==> src/rtl/core/lfu_pkg.sv <==
package lfu_pkg;

    // default geometry
    localparam int DEF_ENTRIES    = 16;
    localparam int DEF_KEY_BITS   = 32;
    localparam int DEF_VALUE_BITS = 64;
    localparam int DEF_COUNT_BITS = 16;

    // capacity register
    localparam int               CAP_BITS  = 5;
    localparam logic [CAP_BITS-1:0] CAP_RESET = 5'd16;

    // operation codes
    typedef enum logic [1:0] {
        ACT_PUT    = 2'd0,
        ACT_GET    = 2'd1,
        ACT_REMOVE = 2'd2,
        ACT_CLEAR  = 2'd3
    } t_action;

    // result status codes
    localparam logic STAT_OK   = 1'b0;
    localparam logic STAT_MISS = 1'b1;

    // slot update commands broadcast to the cell row
    typedef enum logic [2:0] {
        UPD_NONE,
        UPD_FILL,
        UPD_BUMP,
        UPD_FREE,
        UPD_CLEAR
    } t_upd_op;

    // flags of the search token that walks down the cell row
    typedef struct packed {
        logic live;
        logic hit;
        logic free_seen;
        logic min_seen;
    } t_scan;

endpackage

==> src/rtl/core/lfu_cell.sv <==
module lfu_cell
    import lfu_pkg::*;
#(
    parameter int ENTRIES    = DEF_ENTRIES,
    parameter int KEY_BITS   = DEF_KEY_BITS,
    parameter int VALUE_BITS = DEF_VALUE_BITS,
    parameter int COUNT_BITS = DEF_COUNT_BITS,
    parameter int SLOT       = 0
) (
    input  logic                        i_clk,
    input  logic                        i_rst_n,
    input  logic [KEY_BITS-1:0]         i_key,
    input  logic [VALUE_BITS-1:0]       i_value,
    input  t_upd_op                     i_upd_op,
    input  logic [$clog2(ENTRIES)-1:0]  i_upd_idx,
    input  t_scan                       i_scan,
    input  logic [$clog2(ENTRIES)-1:0]  i_hit_idx,
    input  logic [VALUE_BITS-1:0]       i_hit_value,
    input  logic [$clog2(ENTRIES)-1:0]  i_free_idx,
    input  logic [$clog2(ENTRIES)-1:0]  i_min_idx,
    input  logic [COUNT_BITS-1:0]       i_min_count,
    input  logic [KEY_BITS-1:0]         i_min_key,
    output t_scan                       o_scan,
    output logic [$clog2(ENTRIES)-1:0]  o_hit_idx,
    output logic [VALUE_BITS-1:0]       o_hit_value,
    output logic [$clog2(ENTRIES)-1:0]  o_free_idx,
    output logic [$clog2(ENTRIES)-1:0]  o_min_idx,
    output logic [COUNT_BITS-1:0]       o_min_count,
    output logic [KEY_BITS-1:0]         o_min_key
);

    localparam int                  IDX_BITS = $clog2(ENTRIES);
    localparam logic [IDX_BITS-1:0] MY_IDX   = IDX_BITS'(SLOT);

    // slot contents
    logic                  r_valid;
    logic [KEY_BITS-1:0]   r_key;
    logic [VALUE_BITS-1:0] r_value;
    logic [COUNT_BITS-1:0] r_count;

    // token registers toward the next cell
    t_scan                 r_scan,      n_scan;
    logic [IDX_BITS-1:0]   r_hit_idx,   n_hit_idx;
    logic [VALUE_BITS-1:0] r_hit_value, n_hit_value;
    logic [IDX_BITS-1:0]   r_free_idx,  n_free_idx;
    logic [IDX_BITS-1:0]   r_min_idx,   n_min_idx;
    logic [COUNT_BITS-1:0] r_min_count, n_min_count;
    logic [KEY_BITS-1:0]   r_min_key,   n_min_key;

    logic my_hit;
    logic my_sel;

    assign my_hit = r_valid && (r_key == i_key);
    assign my_sel = (i_upd_idx == MY_IDX);

    always_comb begin
        n_scan      = i_scan;
        n_hit_idx   = i_hit_idx;
        n_hit_value = i_hit_value;
        n_free_idx  = i_free_idx;
        n_min_idx   = i_min_idx;
        n_min_count = i_min_count;
        n_min_key   = i_min_key;
        if (!i_scan.hit && my_hit) begin
            n_scan.hit  = 1'b1;
            n_hit_idx   = MY_IDX;
            n_hit_value = r_value;
        end
        if (!i_scan.free_seen && !r_valid) begin
            n_scan.free_seen = 1'b1;
            n_free_idx       = MY_IDX;
        end
        // strict less keeps the lowest slot on a tie
        if (r_valid && (!i_scan.min_seen || (r_count < i_min_count))) begin
            n_scan.min_seen = 1'b1;
            n_min_idx       = MY_IDX;
            n_min_count     = r_count;
            n_min_key       = r_key;
        end
    end

    always_ff @(posedge i_clk) begin
        if (!i_rst_n) begin
            r_valid <= 1'b0;
            r_count <= '0;
            r_scan  <= '0;
        end else begin
            r_scan <= n_scan;
            if (i_upd_op == UPD_CLEAR) begin
                r_valid <= 1'b0;
                r_count <= '0;
            end else if (my_sel) begin
                case (i_upd_op)
                    UPD_FILL: begin
                        r_valid <= 1'b1;
                        r_count <= COUNT_BITS'(1);
                    end
                    UPD_BUMP: begin
                        if (r_count != '1) begin
                            r_count <= r_count + COUNT_BITS'(1);
                        end
                    end
                    UPD_FREE: begin
                        r_valid <= 1'b0;
                        r_count <= '0;
                    end
                    default: begin
                    end
                endcase
            end
        end
    end

    // payload, no reset
    always_ff @(posedge i_clk) begin
        r_hit_idx   <= n_hit_idx;
        r_hit_value <= n_hit_value;
        r_free_idx  <= n_free_idx;
        r_min_idx   <= n_min_idx;
        r_min_count <= n_min_count;
        r_min_key   <= n_min_key;
        if (my_sel && (i_upd_op == UPD_FILL)) begin
            r_key   <= i_key;
            r_value <= i_value;
        end else if (my_sel && (i_upd_op == UPD_BUMP)) begin
            r_value <= i_value;
        end
    end

    assign o_scan      = r_scan;
    assign o_hit_idx   = r_hit_idx;
    assign o_hit_value = r_hit_value;
    assign o_free_idx  = r_free_idx;
    assign o_min_idx   = r_min_idx;
    assign o_min_count = r_min_count;
    assign o_min_key   = r_min_key;

endmodule

==> src/rtl/core/lfu_cache_table.sv <==
// channel      | direction | handshake                       | payload
// -------------+-----------+---------------------------------+------------------------------
// operation    | in        | start high while busy low       | i_action, i_key, i_value_in
// result       | out       | o_done strobe, one cycle        | o_status, o_value_out,
//              |           |                                 | o_evicted, o_evicted_key,
//              |           |                                 | o_occupancy
// capacity cfg | in        | i_cfg_valid and o_cfg_ready     | i_cfg_data
//
// an operation runs from start to the o_done strobe as follows: the operation is captured,
// then the search token walks the cell row through each slot's token register in turn,
// then the decision and slot update are made and the result is registered; the walk grows with the row length
// busy is high from acceptance until the strobe, so a new start is taken in the cycle that
// shows the result
// reset (i_rst_n low at a clock edge) empties every slot and sets capacity to 16
// results are never held off: each is valid in the o_done cycle and stays until the next result
module lfu_cache_table
    import lfu_pkg::*;
#(
    parameter int ENTRIES    = DEF_ENTRIES,
    parameter int KEY_BITS   = DEF_KEY_BITS,
    parameter int VALUE_BITS = DEF_VALUE_BITS,
    parameter int COUNT_BITS = DEF_COUNT_BITS
) (
    input  logic                           i_clk,
    input  logic                           i_rst_n,
    // operation transaction
    input  logic                           start,
    output logic                           busy,
    input  logic [1:0]                     i_action,
    input  logic [KEY_BITS-1:0]            i_key,
    input  logic [VALUE_BITS-1:0]          i_value_in,
    // result transaction
    output logic                           o_done,
    output logic                           o_status,
    output logic [VALUE_BITS-1:0]          o_value_out,
    output logic                           o_evicted,
    output logic [KEY_BITS-1:0]            o_evicted_key,
    output logic [$clog2(ENTRIES+1)-1:0]   o_occupancy,
    // capacity register write
    input  logic                           i_cfg_valid,
    output logic                           o_cfg_ready,
    input  logic [CAP_BITS-1:0]            i_cfg_data
);

    localparam int IDX_BITS = $clog2(ENTRIES);
    localparam int OCC_BITS = $clog2(ENTRIES + 1);
    localparam int CMP_BITS = (OCC_BITS > CAP_BITS) ? OCC_BITS : CAP_BITS;

    // captured operation
    logic                  r_busy;
    logic                  r_inject;
    t_action               r_action;
    logic [KEY_BITS-1:0]   r_key;
    logic [VALUE_BITS-1:0] r_value;

    // capacity register and running count of valid slots
    logic [CAP_BITS-1:0]   r_cap;
    logic [OCC_BITS-1:0]   r_occ, n_occ;

    // result registers
    logic                  r_done;
    logic                  r_status,      n_status;
    logic [VALUE_BITS-1:0] r_value_out,   n_value_out;
    logic                  r_evicted,     n_evicted;
    logic [KEY_BITS-1:0]   r_evicted_key, n_evicted_key;

    // token chain between cells; element 0 is fed here, element ENTRIES returns
    t_scan                 scan      [ENTRIES+1];
    logic [IDX_BITS-1:0]   hit_idx   [ENTRIES+1];
    logic [VALUE_BITS-1:0] hit_value [ENTRIES+1];
    logic [IDX_BITS-1:0]   free_idx  [ENTRIES+1];
    logic [IDX_BITS-1:0]   min_idx   [ENTRIES+1];
    logic [COUNT_BITS-1:0] min_count [ENTRIES+1];
    logic [KEY_BITS-1:0]   min_key   [ENTRIES+1];

    // update broadcast
    t_upd_op               upd_op;
    logic [IDX_BITS-1:0]   upd_idx;

    logic                  accept;
    logic                  finish;
    t_scan                 tail;
    logic [CMP_BITS-1:0]   eff_cap;
    logic [CMP_BITS-1:0]   occ_ext;

    assign accept      = start && !r_busy;
    assign busy        = r_busy;
    assign o_cfg_ready = !r_busy;

    // a fresh token enters the row the cycle after capture, against the held key
    assign scan[0]      = '{live: r_inject, hit: 1'b0, free_seen: 1'b0, min_seen: 1'b0};
    assign hit_idx[0]   = '0;
    assign hit_value[0] = '0;
    assign free_idx[0]  = '0;
    assign min_idx[0]   = '0;
    assign min_count[0] = '0;
    assign min_key[0]   = '0;

    for (genvar g = 0; g < ENTRIES; g++) begin : g_cell
        lfu_cell #(
            .ENTRIES    (ENTRIES),
            .KEY_BITS   (KEY_BITS),
            .VALUE_BITS (VALUE_BITS),
            .COUNT_BITS (COUNT_BITS),
            .SLOT       (g)
        ) u_cell (
            .i_clk       (i_clk),
            .i_rst_n     (i_rst_n),
            .i_key       (r_key),
            .i_value     (r_value),
            .i_upd_op    (upd_op),
            .i_upd_idx   (upd_idx),
            .i_scan      (scan[g]),
            .i_hit_idx   (hit_idx[g]),
            .i_hit_value (hit_value[g]),
            .i_free_idx  (free_idx[g]),
            .i_min_idx   (min_idx[g]),
            .i_min_count (min_count[g]),
            .i_min_key   (min_key[g]),
            .o_scan      (scan[g+1]),
            .o_hit_idx   (hit_idx[g+1]),
            .o_hit_value (hit_value[g+1]),
            .o_free_idx  (free_idx[g+1]),
            .o_min_idx   (min_idx[g+1]),
            .o_min_count (min_count[g+1]),
            .o_min_key   (min_key[g+1])
        );
    end

    assign tail   = scan[ENTRIES];
    assign finish = tail.live;

    // zero capacity acts as one, anything above the row length as the full row
    always_comb begin
        eff_cap = CMP_BITS'(r_cap);
        if (eff_cap == '0) begin
            eff_cap = CMP_BITS'(1);
        end else if (eff_cap > CMP_BITS'(ENTRIES)) begin
            eff_cap = CMP_BITS'(ENTRIES);
        end
    end
    assign occ_ext = CMP_BITS'(r_occ);

    // decision once the token has seen every slot
    always_comb begin
        upd_op        = UPD_NONE;
        upd_idx       = '0;
        n_occ         = r_occ;
        n_status      = STAT_OK;
        n_value_out   = '0;
        n_evicted     = 1'b0;
        n_evicted_key = '0;
        if (finish) begin
            case (r_action)
                ACT_PUT: begin
                    if (tail.hit) begin
                        upd_op  = UPD_BUMP;
                        upd_idx = hit_idx[ENTRIES];
                    end else if (tail.free_seen && (occ_ext < eff_cap)) begin
                        upd_op  = UPD_FILL;
                        upd_idx = free_idx[ENTRIES];
                        n_occ   = r_occ + OCC_BITS'(1);
                    end else if (tail.min_seen) begin
                        // full: replace the least used entry, lowest slot on a tie
                        upd_op        = UPD_FILL;
                        upd_idx       = min_idx[ENTRIES];
                        n_evicted     = 1'b1;
                        n_evicted_key = min_key[ENTRIES];
                    end
                end
                ACT_GET: begin
                    if (tail.hit) begin
                        n_value_out = hit_value[ENTRIES];
                    end else begin
                        n_status = STAT_MISS;
                    end
                end
                ACT_REMOVE: begin
                    if (tail.hit) begin
                        upd_op  = UPD_FREE;
                        upd_idx = hit_idx[ENTRIES];
                        n_occ   = r_occ - OCC_BITS'(1);
                    end else begin
                        n_status = STAT_MISS;
                    end
                end
                ACT_CLEAR: begin
                    upd_op = UPD_CLEAR;
                    n_occ  = '0;
                end
                default: begin
                end
            endcase
        end
    end

    // control
    always_ff @(posedge i_clk) begin
        if (!i_rst_n) begin
            r_busy   <= 1'b0;
            r_inject <= 1'b0;
            r_done   <= 1'b0;
            r_occ    <= '0;
            r_cap    <= CAP_RESET;
        end else begin
            r_inject <= accept;
            r_done   <= finish;
            r_occ    <= n_occ;
            if (accept) begin
                r_busy <= 1'b1;
            end else if (finish) begin
                r_busy <= 1'b0;
            end
            if (i_cfg_valid && o_cfg_ready) begin
                r_cap <= i_cfg_data;
            end
        end
    end

    // operation capture and result payload
    always_ff @(posedge i_clk) begin
        if (accept) begin
            r_action <= t_action'(i_action);
            r_key    <= i_key;
            r_value  <= i_value_in;
        end
        if (finish) begin
            r_status      <= n_status;
            r_value_out   <= n_value_out;
            r_evicted     <= n_evicted;
            r_evicted_key <= n_evicted_key;
        end
    end

    assign o_done        = r_done;
    assign o_status      = r_status;
    assign o_value_out   = r_value_out;
    assign o_evicted     = r_evicted;
    assign o_evicted_key = r_evicted_key;
    assign o_occupancy   = r_occ;

endmodule
==> config.mk <==
export PLATFORM = sky130hd
export DESIGN_NAME = lfu_cache_table
export DESIGN_NICKNAME = d
export VERILOG_FILES = /design/src/rtl/core/lfu_pkg.sv /design/src/rtl/core/lfu_cell.sv /design/src/rtl/core/lfu_cache_table.sv
export SDC_FILE = /design/constraint.sdc
export NUM_CORES = 2
export LEC_CHECK = 0
export BUFFER_PORTS_ARGS = -buffer_cell sky130_fd_sc_hd__buf_2
export CAP_MARGIN = 10
export CORE_MARGIN = 5
export CORE_UTILIZATION = 50
export DETAILED_ROUTE_END_ITERATION = 8
export PLACE_DENSITY = 0.66
export RECOVER_POWER = 25
export SLEW_MARGIN = 20
export SYNTH_ARGS = -nofsm -noshare
export SYNTH_HDL_FRONTEND = slang
export SYNTH_SLANG_ARGS = --single-unit
==> constraint.sdc <==
create_clock -name i_clk -period 25.4 [get_ports i_clk]
set_input_delay 5.08 -clock i_clk [delete_from_list [all_inputs] [get_ports i_clk]]
set_output_delay 5.08 -clock i_clk [all_outputs]
set_load 0.005 [all_outputs]
**Word-level counts from Yosys, hierarchy flattened**

Cells that the tools add are included.

- Add/subtract/negate cells: 18
- Reduce and logical (&&, ||, !) cells: 233
- Equality and inequality tests: 73
- Multiplexer cells: 182
- Order comparisons: 17
- Bitwise operators: 3

Operator list:

| kind | count |
|---|---|
| $mux 64 | 47 |
| $pmux 16 s3 | 16 |
| $eq 32x32->1 | 16 |
| $mux 16 | 30 |
| $mux 32 | 15 |
| $add 16x1->16 const B | 16 |
| $ne 16x16->1 const B | 16 |
| $lt 16x16->1 | 15 |
| $logic_and 1x1->1 | 96 |
| $logic_not 1->1 | 61 |
| $mux 1 | 57 |
| $reduce_and 3->1 | 16 |
| $reduce_bool 2->1 | 18 |
| $ne 2x1->1 const B | 17 |
| $reduce_and 2->1 | 17 |
| $eq 4x4->1 const B | 8 |
| $mux 5 | 5 |
| $mux 4 | 5 |
| $eq 4x3->1 const B | 4 |
| $logic_or 1x1->1 | 15 |
| $pmux 5 s3 | 1 |
| $pmux 3 s3 | 1 |
| $eq 4x2->1 const B | 2 |
| $pmux 4 s2 | 1 |
| other kinds (23) | 31 |

- Register bits after elaboration: 4,004
- Word-level logic and storage cells: 758
- Output and inout port bits: 106
- Input port bits: 107

**Depth between registers and ports, before layout**

- Word-level depth: 13
- Mapped depth: 14
- Gate-level depth less buffers: 10

**Cells and area by module**

From an unflattened synthesis, not the netlist that was laid out.

- Cell total of the unflattened synthesis: 9,629
- Area, all modules: 144,502.3 µm²

Modules (own cells, without submodules):

| module | area an instance (µm²) | cells an instance | seq. area each (µm²) | times used |
|---|---|---|---|---|
| lfu_cell (g_cell[4].u_cell ...) | 8,562.0 | 576 | 5,785.5 | 2 |
| lfu_cell (g_cell[11].u_cell ...) | 8,555.7 | 577 | 5,785.5 | 2 |
| lfu_cell (g_cell[5].u_cell ...) | 8,523.2 | 566 | 5,785.5 | 2 |
| lfu_cell (g_cell[1].u_cell) | 8,607.0 | 580 | 5,785.5 | 1 |
| lfu_cell (g_cell[7].u_cell) | 8,594.5 | 580 | 5,785.5 | 1 |
| lfu_cell (g_cell[0].u_cell) | 8,584.5 | 581 | 5,785.5 | 1 |
| lfu_cell (g_cell[10].u_cell) | 8,560.7 | 578 | 5,785.5 | 1 |
| lfu_cell (g_cell[2].u_cell) | 8,560.7 | 573 | 5,785.5 | 1 |
| lfu_cell (g_cell[9].u_cell) | 8,560.7 | 577 | 5,785.5 | 1 |
| lfu_cell (g_cell[15].u_cell) | 8,553.2 | 576 | 5,785.5 | 1 |
| lfu_cell (g_cell[12].u_cell) | 8,544.4 | 575 | 5,785.5 | 1 |
| lfu_cell (g_cell[3].u_cell) | 8,531.9 | 570 | 5,785.5 | 1 |
| lfu_cell (g_cell[13].u_cell) | 8,519.4 | 573 | 5,785.5 | 1 |
| lfu_cache_table | 7,603.5 | 428 | 6,145.9 | 1 |

**Worst setup path before layout**

OpenSTA, ideal clock, no wires.

- Path kind: in2reg
- Start: in start
- End: reg r_action[0], enable pin
- Arrival time: 9,397 ps
- Setup time: 569 ps
- Data required time: 24,831 ps
- Path slack: 15,433 ps
- Cell stages on the path: 1
- Cells stage by stage: nor2b_1

- Longest elaborated chain between the ends: 1

RTL lines:

| element | line | source |
|---|---|---|
| start: declaration | lfu_cache_table.sv:27 | `input logic start,` |
| $logic_and 1x1->1 | lfu_cache_table.sv:86 | `assign accept = start && !r_busy;` |
| end signal: assignment | lfu_cache_table.sv:223 | `r_action <= t_action'(i_action);` |
| end: declaration | lfu_cache_table.sv:52 | `t_action r_action;` |

No other way between the ends.
A chain may end at the register's enable or synchronous reset.

**Worst setup path in the final report**

- Start: in i_rst_n
- End: reg g_cell[8].u_cell.r_count[11]

- Longest elaborated chain between the ends: 2

RTL lines:

| element | line | source |
|---|---|---|
| start: declaration | lfu_cache_table.sv:25 | `input logic i_rst_n,` |
| $not 1->1 (no source line) | n/a |  |
| $reduce_or 2->1 (no source line) | n/a |  |
| end signal: assignment | lfu_cell.sv:100 | `r_count <= r_count + COUNT_BITS'(1);` |
| end: declaration | lfu_cell.sv:39 | `logic [COUNT_BITS-1:0] r_count;` |

No other way between the ends.

==> reports/qor.txt <==
Synth Cell Area = 150000 um^2
Worst EP required = 26.24 ns
Post-synth EDFFs = 1732
global-route wire length before repair = 586000 um
clk sinks = 4004
post-route setup TNS = 0 ns
worst clock skew = 0.0993 ns
CP Capture Type = flop
nets = 11673
layout cells sized above 1 = 22.7%
asr flop ratio synth = 0%
WP data arrival = 8.83 ns
hold crit path type = flop to flop
final cell count without fillers = 15615
Starting Density = 50.1%
relative slew slack = -86.9%
status = finished with violations
placed insts = 14872
initial antenna violation count = 23
Vias = 92182
Synth-to-Final Area Change = 12.3%
die width = 557 um
hpwl dp = 243000 um
reg2reg start = g_cell[15].u_cell.o_scan[3]
routed length per instance = 25.1 um
final-report setup violation count = 0
main flop type after synthesis = dfxtp_1
post-route minimum period = 7.99 ns
Initial DRT Pass Iterations = 9
# DRC = 13
worst vdd ir = 0.0000689 V
Tot GR Track Use = 24.5%
sequential fraction of the synthesis area = 65.1%
FF+latch count, synth = 4004
busiest layer in global routing = met2
Hold EP = g_cell[1].u_cell.o_free_idx[0]
Max Freq = 125 MHz
fin crit share = 31.4%
CTS tree = done
Core Region = 299000 um^2
Worst Hold Depth = 1
Num CTS Buffers = 392
met2 usage = 38.6%
number of max-cap violations = 25
io pins = 213
Worst Tran Pin Value = 2.80 ns
global-route met1 utilization = 34.8%
post-synthesis cell count = 11172
total of warnings raised by yosys = 0
Die H = 557 um
failing checks = DRC, capacitance limit, slew limit
WHS = 0.384 ns
H-tree depth = 5
Reg2Reg Setup Slack = 18.36 ns
reg2reg path depth = 7
leakage power = 61.6 nW
Port Buffers = 212
# fillers = 23473
Max Slew Vio Count = 567
Post-Route WL = 392000 um
Post-CTS Repair Setup Buffers = 0
Worst Setup SP = i_rst_n
vias in the first global route = 91323
syn nets = 11534
first-iteration detailed-routing DRC count = 9527
post_cts resized = 0
CTS Hold Bufs = 0
gpl congestion = 0.872
Setup CP Type = input port to flop
Clk Latency, worst-skew pair = 0.98 ns
grt ovf = 0
RSZ-0062 raised after global routing = no
largest fanout on the critical path = 90
row count = 201
Worst R2R End = g_cell[13].u_cell.r_value[3]
CTS root buffer = clkbuf_16
Startpoint Class = input port
Final Core Density = 56.3%
hold path startpoint = g_cell[0].u_cell.o_scan[1]
number of distinct library cells after synthesis = 99
Antenna Nets Post-Route = 0
Longest Clk Path Bufs = 4
final hold violations = 0
PwrDens = 76.1 nW/um^2
largest net degree at the start of global routing = 98
global routing usage on met3 = 3.90%
die area = 311000 um^2
Post-Syn Area per Cell = 13.4 um^2
via-per-instance ratio = 5.90
clk slew on worst S/H paths = 0.06 ns
## kinds of logic (layout without fill, tap and decap cells)
kind of cell / after synthesis / after routing / synth area share, %
other cells: 0 / 6 / 0
xor+xnor: 513 / 513 / 3.00
simple gates: 2563 / 2563 / 9.30
fa+ha+maj: 255 / 255 / 2.13
buf+inv: 954 / 1433 / 2.61
compound gates: 1440 / 1440 / 7.06
mux: 1443 / 1443 / 10.8
flops: 4004 / 4004 / 65.1
## sequential cells by signal, summed over array words and instances, names as in the netlist, 2 cells and up
register                   count
r_key                         32
o_evicted_key                 32
g_cell.u_cell.o_scan          64
o_value_out                   64
g_cell.u_cell.o_free_idx      49
r_cap                          5
o_occupancy                    5
g_cell.u_cell.o_min_idx       49
r_action                       2
g_cell.u_cell.r_count        256
g_cell.u_cell.r_valid         16
g_cell.u_cell.r_value       1024
g_cell.u_cell.o_hit_idx       49
g_cell.u_cell.o_min_count    240
g_cell.u_cell.o_hit_value   1024
g_cell.u_cell.o_min_key      512
g_cell.u_cell.r_key          512
r_value                       64
## placed cells by master, fill, tap and decap left out, types with 75 or more instances in the layout
master / instances
o311ai_0: 95
nor2b_1: 80
a222oi_1: 128
nor4_1: 103
a21oi_1: 75
ha_1: 253
edfxtp_1: 1732
buf_2: 211
o31ai_1: 119
nand2_1: 548
xor2_1: 145
buf_4: 151
or2_2: 82
nand4_1: 200
mux2_2: 1423
inv_1: 284
clkbuf_16: 404
nor2_1: 220
xnor2_1: 368
o21ai_0: 268
or4_1: 220
o211ai_1: 138
o22ai_1: 81
and3_1: 115
dfxtp_1: 2261
and2_1: 306
nand3_1: 359
a31oi_1: 114
a21o_1: 78
clkbuf_1: 156
## Yosys cell counts (all sizes together), types with 254 or more instances
cell type	number	area [um^2]
and2	335	2100
clkbuf	463	1740
dfxtp	2272	45500
edfxtp	1732	52000
ha	254	3180
inv	287	1080
mux2	1423	16000
nand2	550	2080
nand3	361	1810
nor2	269	1020
o21ai	275	1380
xnor2	368	3220
## worst max-delay path, cell delays in order
cell      delay [ns]
buf_4           0.48
and2_1          0.31
a21o_4          0.64
buf_4           0.83
buf_4           0.87
o311ai_0        0.33
o31ai_1         0.13
## power by group
part | internal (mW) | switching [mW]
logic | 0.0489 | 0.122
registers | 6.73 | 0.0372
clock network | 3.39 | 2.47
total | 10.2 | 2.63
## routing by layer
layer	up-vias	part of all wire (%)
met5	-	0.0071
met4	4	3.5
met3	610	7.2
met2	3538	45
met1	46324	44
li1	41706	-
## final cells by class
cell class | count | area [um^2] | area share (%)
flip-flops and latches | 4004 | 97500 | 58.0
multi-input cells | 6214 | 49100 | 29.2
clock buffers | 581 | 11400 | 6.78
well taps | 3958 | 4950 | 2.94
repair buffers | 410 | 2450 | 1.45
clock inverters | 153 | 1730 | 1.03
inverters | 289 | 1080 | 0.645
diodes | 6 | 15.0 | 0.00892
## worst max path at each step
stage,endpoint,slack [ns]
finish,g_cell[8].u_cell.r_count[11],17.41
global route,g_cell[8].u_cell.r_count[11],17.30
CTS,g_cell[7].u_cell.r_count[3],17.56
detailed placement,g_cell[8].u_cell.r_count[3],16.56
global placement,g_cell[8].u_cell.r_count[2],16.70
floorplan,r_action[0],15.43
## stage by stage
stage                     area (um^2)  worst slack [ns]  total power [mW]
after global routing           168000             17.30              13.2
after global placement         155000             16.70              7.07
final                          168000             17.41              12.8
after detailed placement       155000             16.56              7.08
after CTS                      168000             17.56              12.9
after floorplan                150000             15.43              6.98
(Power assumes the default switching activity.)
